### src/design/tmmd_pkg.sv
// ----------------------------------------------------------------------------
// Trace min/max decimator package
// Shared widths, register indexes, control types and saturation helpers.
// ----------------------------------------------------------------------------
package tmmd_pkg;

   // Field and state widths.
   localparam int SAMPLE_BITS   = 24;
   localparam int COUNT_BITS    = 17;
   localparam int PIXEL_BITS    = 13;
   localparam int GAIN_BITS     = 24;
   localparam int XSTEP_BITS    = 17;
   localparam int X_BITS        = 17;
   localparam int Y_BITS        = 18;
   localparam int ACC_BITS      = 29;
   localparam int INDEX_BITS    = 17;
   localparam int DIRECT_BITS   = 16;
   localparam int QUO_BITS      = 29;
   localparam int STEP_BITS     = 5;
   localparam int DIFF_BITS     = SAMPLE_BITS + 1;
   localparam int PROD_BITS     = 2 * DIFF_BITS;
   localparam int XPROD_BITS    = DIRECT_BITS + XSTEP_BITS;
   localparam int Y_SHIFT       = 8;
   localparam int X_FRAC_BITS   = 16;

   // Configuration port.
   localparam int ADDR_BITS     = 5;
   localparam int DATA_BITS     = 32;

   // Trace length limit and saturation points.
   localparam int MAX_SAMPLES   = 65536;
   localparam logic [COUNT_BITS-1:0] SAMPLE_LIMIT = COUNT_BITS'(MAX_SAMPLES);
   localparam logic [ACC_BITS-1:0]   ACC_MAX      = {ACC_BITS{1'b1}};
   localparam logic [PIXEL_BITS-1:0] COLUMN_LAST  = {PIXEL_BITS{1'b1}};
   localparam logic [QUO_BITS-1:0]   X_UNIT       = QUO_BITS'(1 << X_FRAC_BITS);
   localparam logic [X_BITS-1:0]     X_MAX        = {X_BITS{1'b1}};
   localparam logic [Y_BITS-1:0]     Y_MAX        = {1'b0, {(Y_BITS-1){1'b1}}};
   localparam logic [Y_BITS-1:0]     Y_MIN        = {1'b1, {(Y_BITS-1){1'b0}}};

   // Register indexes on the configuration port.
   typedef enum logic [2:0] {
      REG_SAMPLE_COUNT = 3'd0,
      REG_PIXEL_COUNT  = 3'd1,
      REG_BOTTOM_LEVEL = 3'd2,
      REG_TOP_LEVEL    = 3'd3,
      REG_Y_GAIN       = 3'd4,
      REG_X_STEP       = 3'd5
   } reg_index_type;

   // Column position calibration after a pixel count change.
   typedef enum logic [1:0] {
      CAL_IDLE,
      CAL_STEP,
      CAL_COLUMN
   } cal_state_type;

   // Status of the serial divider.
   typedef struct packed {
      logic busy;
      logic done;
   } div_status_type;

   // Floor of product / 256, saturated to the signed result range.
   function automatic logic [Y_BITS-1:0] sat_y(input logic signed [PROD_BITS-1:0] product);
      logic signed [PROD_BITS-Y_SHIFT-1:0] scaled;
      logic signed [PROD_BITS-Y_SHIFT-1:0] hi_lim;
      logic signed [PROD_BITS-Y_SHIFT-1:0] lo_lim;
      scaled = product[PROD_BITS-1:Y_SHIFT];
      hi_lim = {{(PROD_BITS-Y_SHIFT-Y_BITS){1'b0}}, Y_MAX};
      lo_lim = {{(PROD_BITS-Y_SHIFT-Y_BITS){1'b1}}, Y_MIN};
      if (scaled > hi_lim) begin
         sat_y = Y_MAX;
      end else if (scaled < lo_lim) begin
         sat_y = Y_MIN;
      end else begin
         sat_y = scaled[Y_BITS-1:0];
      end
   endfunction

   // Unsigned position saturated to the result range.
   function automatic logic [X_BITS-1:0] sat_x(input logic [XPROD_BITS-1:0] value);
      if (value > {{(XPROD_BITS-X_BITS){1'b0}}, X_MAX}) begin
         sat_x = X_MAX;
      end else begin
         sat_x = value[X_BITS-1:0];
      end
   endfunction

endpackage

### src/design/tmmd_divider.sv
// ----------------------------------------------------------------------------
// Trace min/max decimator serial divider
// Restoring divider, one quotient bit per cycle, for the column positions.
// ----------------------------------------------------------------------------
module tmmd_divider (
   input  logic                                 clock,
   input  logic                                 reset,
   input  logic                                 start,
   input  logic [tmmd_pkg::QUO_BITS-1:0]        dividend,
   input  logic [tmmd_pkg::PIXEL_BITS-1:0]      divisor,
   output tmmd_pkg::div_status_type             status,
   output logic [tmmd_pkg::QUO_BITS-1:0]        quotient,
   output logic [tmmd_pkg::PIXEL_BITS-1:0]      remainder
);

   logic [tmmd_pkg::QUO_BITS-1:0]   quo_ff, quo_in;
   logic [tmmd_pkg::PIXEL_BITS-1:0] rem_ff, rem_in;
   logic [tmmd_pkg::PIXEL_BITS-1:0] divisor_ff;
   logic [tmmd_pkg::STEP_BITS-1:0]  step_ff;
   logic                            busy_ff;
   logic                            done_ff;
   logic [tmmd_pkg::PIXEL_BITS:0]   trial;
   logic [tmmd_pkg::PIXEL_BITS:0]   diff;
   logic                            fits;
   logic                            last;

   // One trial subtraction per cycle, dividend bits shifted in from the top.
   always_comb begin
      trial  = {rem_ff, quo_ff[tmmd_pkg::QUO_BITS-1]};
      diff   = trial - {1'b0, divisor_ff};
      fits   = trial >= {1'b0, divisor_ff};
      rem_in = fits ? diff[tmmd_pkg::PIXEL_BITS-1:0] : trial[tmmd_pkg::PIXEL_BITS-1:0];
      quo_in = {quo_ff[tmmd_pkg::QUO_BITS-2:0], fits};
      last   = step_ff == tmmd_pkg::STEP_BITS'(tmmd_pkg::QUO_BITS - 1);
   end

   // Control: a start restarts the division even while one is running.
   always_ff @(posedge clock) begin
      if (reset) begin
         busy_ff <= 1'b0;
         done_ff <= 1'b0;
         step_ff <= '0;
      end else if (start) begin
         busy_ff <= 1'b1;
         done_ff <= 1'b0;
         step_ff <= '0;
      end else begin
         done_ff <= busy_ff && last;
         if (busy_ff) begin
            step_ff <= step_ff + 1'b1;
            if (last) begin
               busy_ff <= 1'b0;
            end
         end
      end
   end

   // Datapath.
   always_ff @(posedge clock) begin
      if (start) begin
         quo_ff     <= dividend;
         rem_ff     <= '0;
         divisor_ff <= divisor;
      end else if (busy_ff) begin
         quo_ff <= quo_in;
         rem_ff <= rem_in;
      end
   end

   assign status.busy = busy_ff;
   assign status.done = done_ff;
   assign quotient    = quo_ff;
   assign remainder   = rem_ff;

endmodule

### config.mk
export PLATFORM = sky130hd
export DESIGN_NAME = tmmd_divider
export DESIGN_NICKNAME = d
export VERILOG_FILES = /design/src/design/tmmd_pkg.sv /design/src/design/tmmd_divider.sv
export SDC_FILE = /design/constraint.sdc
export NUM_CORES = 1
export LEC_CHECK = 0
export ABC_AREA = 0
export BUFFER_PORTS_ARGS = -buffer_cell sky130_fd_sc_hd__buf_2
export CORE_MARGIN = 2
export CORE_UTILIZATION = 28
export DETAILED_ROUTE_END_ITERATION = 16
export SLEW_MARGIN = 20
export SYNTH_ARGS = -nofsm -noshare
export SYNTH_HDL_FRONTEND = slang
export SYNTH_SLANG_ARGS = --single-unit
### constraint.sdc
create_clock -name clock -period 6.3 [get_ports clock]
set_input_delay 0.63 -clock clock [delete_from_list [all_inputs] [get_ports clock]]
set_output_delay 0.63 -clock clock [all_outputs]
set_load 0.02 [all_outputs]
==> run summary <==
Max Transition Viols Final - 0
Vias/cell - 4.91
Final instance area - 4170 um^2
Leakage - 1.72 nW
Estimated wirelength of the detail-placed design - 5740 um
Synth Net Count - 356
Setup Fix Bufs, Post-CTS - 0
Avg WL per Cell - 14.8 um
Synth async-reset ratio - 0
First-pass GRT wire length - 12,400 um
Vias - 2,590
TNS Setup - 0 ps
Congestion Overflow GR - 0
Worst-path cell chain - inv_1 -> ha_1 -> inv_1 -> fa_1 -> a21oi_2 -> o221ai_4 -> nand2_2 -> a21o_1 -> nand2_4 -> mux2_2
CTS buffer count - 9
Root Driver - clkbuf_16
CTS tree - done
Largest net degree at the start of global routing - 54
Minimum clock period - 2660 ps
Clk_lat worst skew - 330 ps
Max-cap violation count - 0
Core ar. - 11,600 um^2
Final Hold Vio Count - 0
Post-Syn Instances - 295
First DRT Iteration DRCs - 156
Antenna cells - 0
Critical path's largest stage delay - 410 ps
Buf/Inv on CP - 2
Crit path max-delay family - compound AO/OA/AOI/OAI gates
Cts hold-fix bufs - 0
Highest Clock Rate - 0.375 GHz
I/O Pins - 89
Synth warn - 0
Critical path class - reg2reg
Post-route DRC violation count - 0
Most used cell, CP - inv_1
Total number of H-tree levels - 3
Global-route usage over all layers - 0.124
CTS sink count - 62
CTS Buffer Depth - 2
Share of layout cells above drive strength 1 - 0.388
Resized cells post-CTS - 0
Power density of the placed cells - 294 nW/um^2
Total Power - 0.00123 W
Initial Util - 0.289
Layout area overhead - 24.5%
Synthesized flop and latch total - 62
Die Y - 113 um
Syn Area/Cell - 11.3 um^2
Most used DFF post-synth - edfxtp_1
Clk pin slew, worst setup/hold paths - 50 ps
Post-synth cell types - 62
Final clock skew - 6.57 ps
Number of synthesized flops with an enable pin - 42
Die Area - 12,800 um^2
Setup violators final - 0
Detailed Routing Iterations Pass 1 - 4
Final nets - 440
Final ANT Viol Nets - 0
Antenna violations before repair - 0
HP Class - in2reg
Worst Tran Pin Value - 1020 ps
Port Buffers - 88
Seq/Total Area, Yosys - 0.496
Vias in the first global route - 2,482
Critical path launch point type - flop
Worst EP arrival - 2740 ps
Final worst path period share - 0.423
RSZ-0062 raised after global routing - false
Synth Cell Area - 3350 um^2
Crit-path max FO - 10
Core Util, Final - 0.360
Critical-path top delay cell - edfxtp_1
Worst Setup End Kind - flop
Rel. slew slack - 0.319
Peak VDD IR - 0.000154 V
Core Rows - 39
Status - complete, no violations
Chip width - 113 um
WL final - 7820 um
DP Area - 3890 um^2
GP Congestion - 0.787
WP data required - 6380 ps
[where the power goes]
| part | total, W | internal [W] | switching (W) | leakage, nW |
|---|---|---|---|---|
| combinational | 0.000271 | 0.000108 | 0.000163 | 1.00 |
| clock | 0.000448 | 0.000266 | 0.000182 | 0.129 |
| sequential | 0.000507 | 0.000479 | 0.0000284 | 0.583 |
[registers in the layout, summed over array words and instances (netlist names)]
name        cells
quotient       29
remainder      13
divisor_ff     13
step_ff         5
busy_ff         1
done_ff         1
[layer usage]
metal / global-route usage / up-vias / part of all wire
li1: - / 1283 / -
met1: 0.171 / 1222 / 0.48
met2: 0.181 / 75 / 0.44
met3: 0.0354 / 10 / 0.054
met4: 0.0512 / 0 / 0.017
met5: 0 / - / 0
[path summary, 6_finish.rpt]
check,from,to,slack [ps],cells past startpoint
setup / recovery,quotient[28]$_DFFE_PP_,quotient[0]$_DFFE_PP_,3640,10
hold / removal,reset,busy_ff$_SDFF_PP0_,470,2
setup reg to reg,quotient[28]$_DFFE_PP_,quotient[0]$_DFFE_PP_,3640,10
hold reg to reg,step_ff[4]$_SDFFE_PP0P_,done_ff$_SDFF_PP0_,520,2
[placed cells by master (no fill, tap or decap), drive strengths merged, types with 2 or more instances in the layout]
master / count
a211oi: 2
a21o: 4
a21oi: 12
a221oi: 2
a311oi: 9
a31oi: 2
and2: 2
buf: 89
clkbuf: 9
clkinv: 5
clkinvlp: 2
dfxtp: 20
edfxtp: 42
ha: 15
inv: 25
mux2: 29
nand2: 13
nand3: 14
nand3b: 2
nand4: 4
nor2: 20
nor2b: 2
nor4: 6
o2111ai: 3
o21ai: 16
o221ai: 2
o311ai: 2
o31a: 2
xnor2: 4
xor2: 7
[through the flow]
| stage | worst slack, ps | hold slack, ps | instances |
|---|---|---|---|
| after floorplan | 3840 | 465 | 295 |
| after global placement | 3430 | 495 | 511 |
| after detailed placement | 3650 | 510 | 511 |
| after CTS | 3640 | 456 | 527 |
| after global routing | 3430 | 461 | 527 |
| final | 3640 | 467 | 527 |
[synthesized netlist by cell type, drive strengths merged, types with 2 or more instances]
| cell type | number | area share |
|---|---|---|
| nand2 | 13 | 0.018 |
| edfxtp | 42 | 0.38 |
| nor2b | 2 | 0.0037 |
| nor2 | 20 | 0.022 |
| nand3 | 14 | 0.022 |
| o21ai | 16 | 0.024 |
| o31a | 2 | 0.0056 |
| and2 | 2 | 0.0037 |
| ha | 15 | 0.056 |
| a31oi | 2 | 0.0056 |
| nand3b | 2 | 0.0045 |
| xnor2 | 4 | 0.010 |
| xor2 | 7 | 0.018 |
| dfxtp | 20 | 0.12 |
| buf | 10 | 0.019 |
| a311oi | 9 | 0.025 |
| nand4 | 4 | 0.0075 |
| a211oi | 2 | 0.0060 |
| a21o | 4 | 0.0090 |
| mux2 | 29 | 0.098 |
| a21oi | 12 | 0.022 |
| o2111ai | 3 | 0.0079 |
| inv | 24 | 0.027 |
| o311ai | 2 | 0.0052 |
| o221ai | 2 | 0.010 |
| a221oi | 2 | 0.0052 |
| nor4 | 6 | 0.011 |
| clkbuf | 6 | 0.0067 |
[area by class of cell]
cell class	count	area [um^2]
Multi-Input combinational cell	192	1510
Inverter	25	93.8
Fill cell	1133	7400
Tap cell	143	179
Clock buffer	9	225
Clock inverter	7	50.0
Timing Repair Buffer	89	448
Sequential cell	62	1660
[cell families after synthesis]
group                    Yosys count  synth area share
multiplexers                      30             0.101
buffers and inverters             41            0.0535
XOR/XNOR                          11            0.0288
flip-flops                        62             0.496
AO/OA/AOI/OAI                     66             0.154
adder cells (fa/ha/maj)           16            0.0621
AND/OR/NAND/NOR                   69             0.105
(Power assumes the default switching activity.)
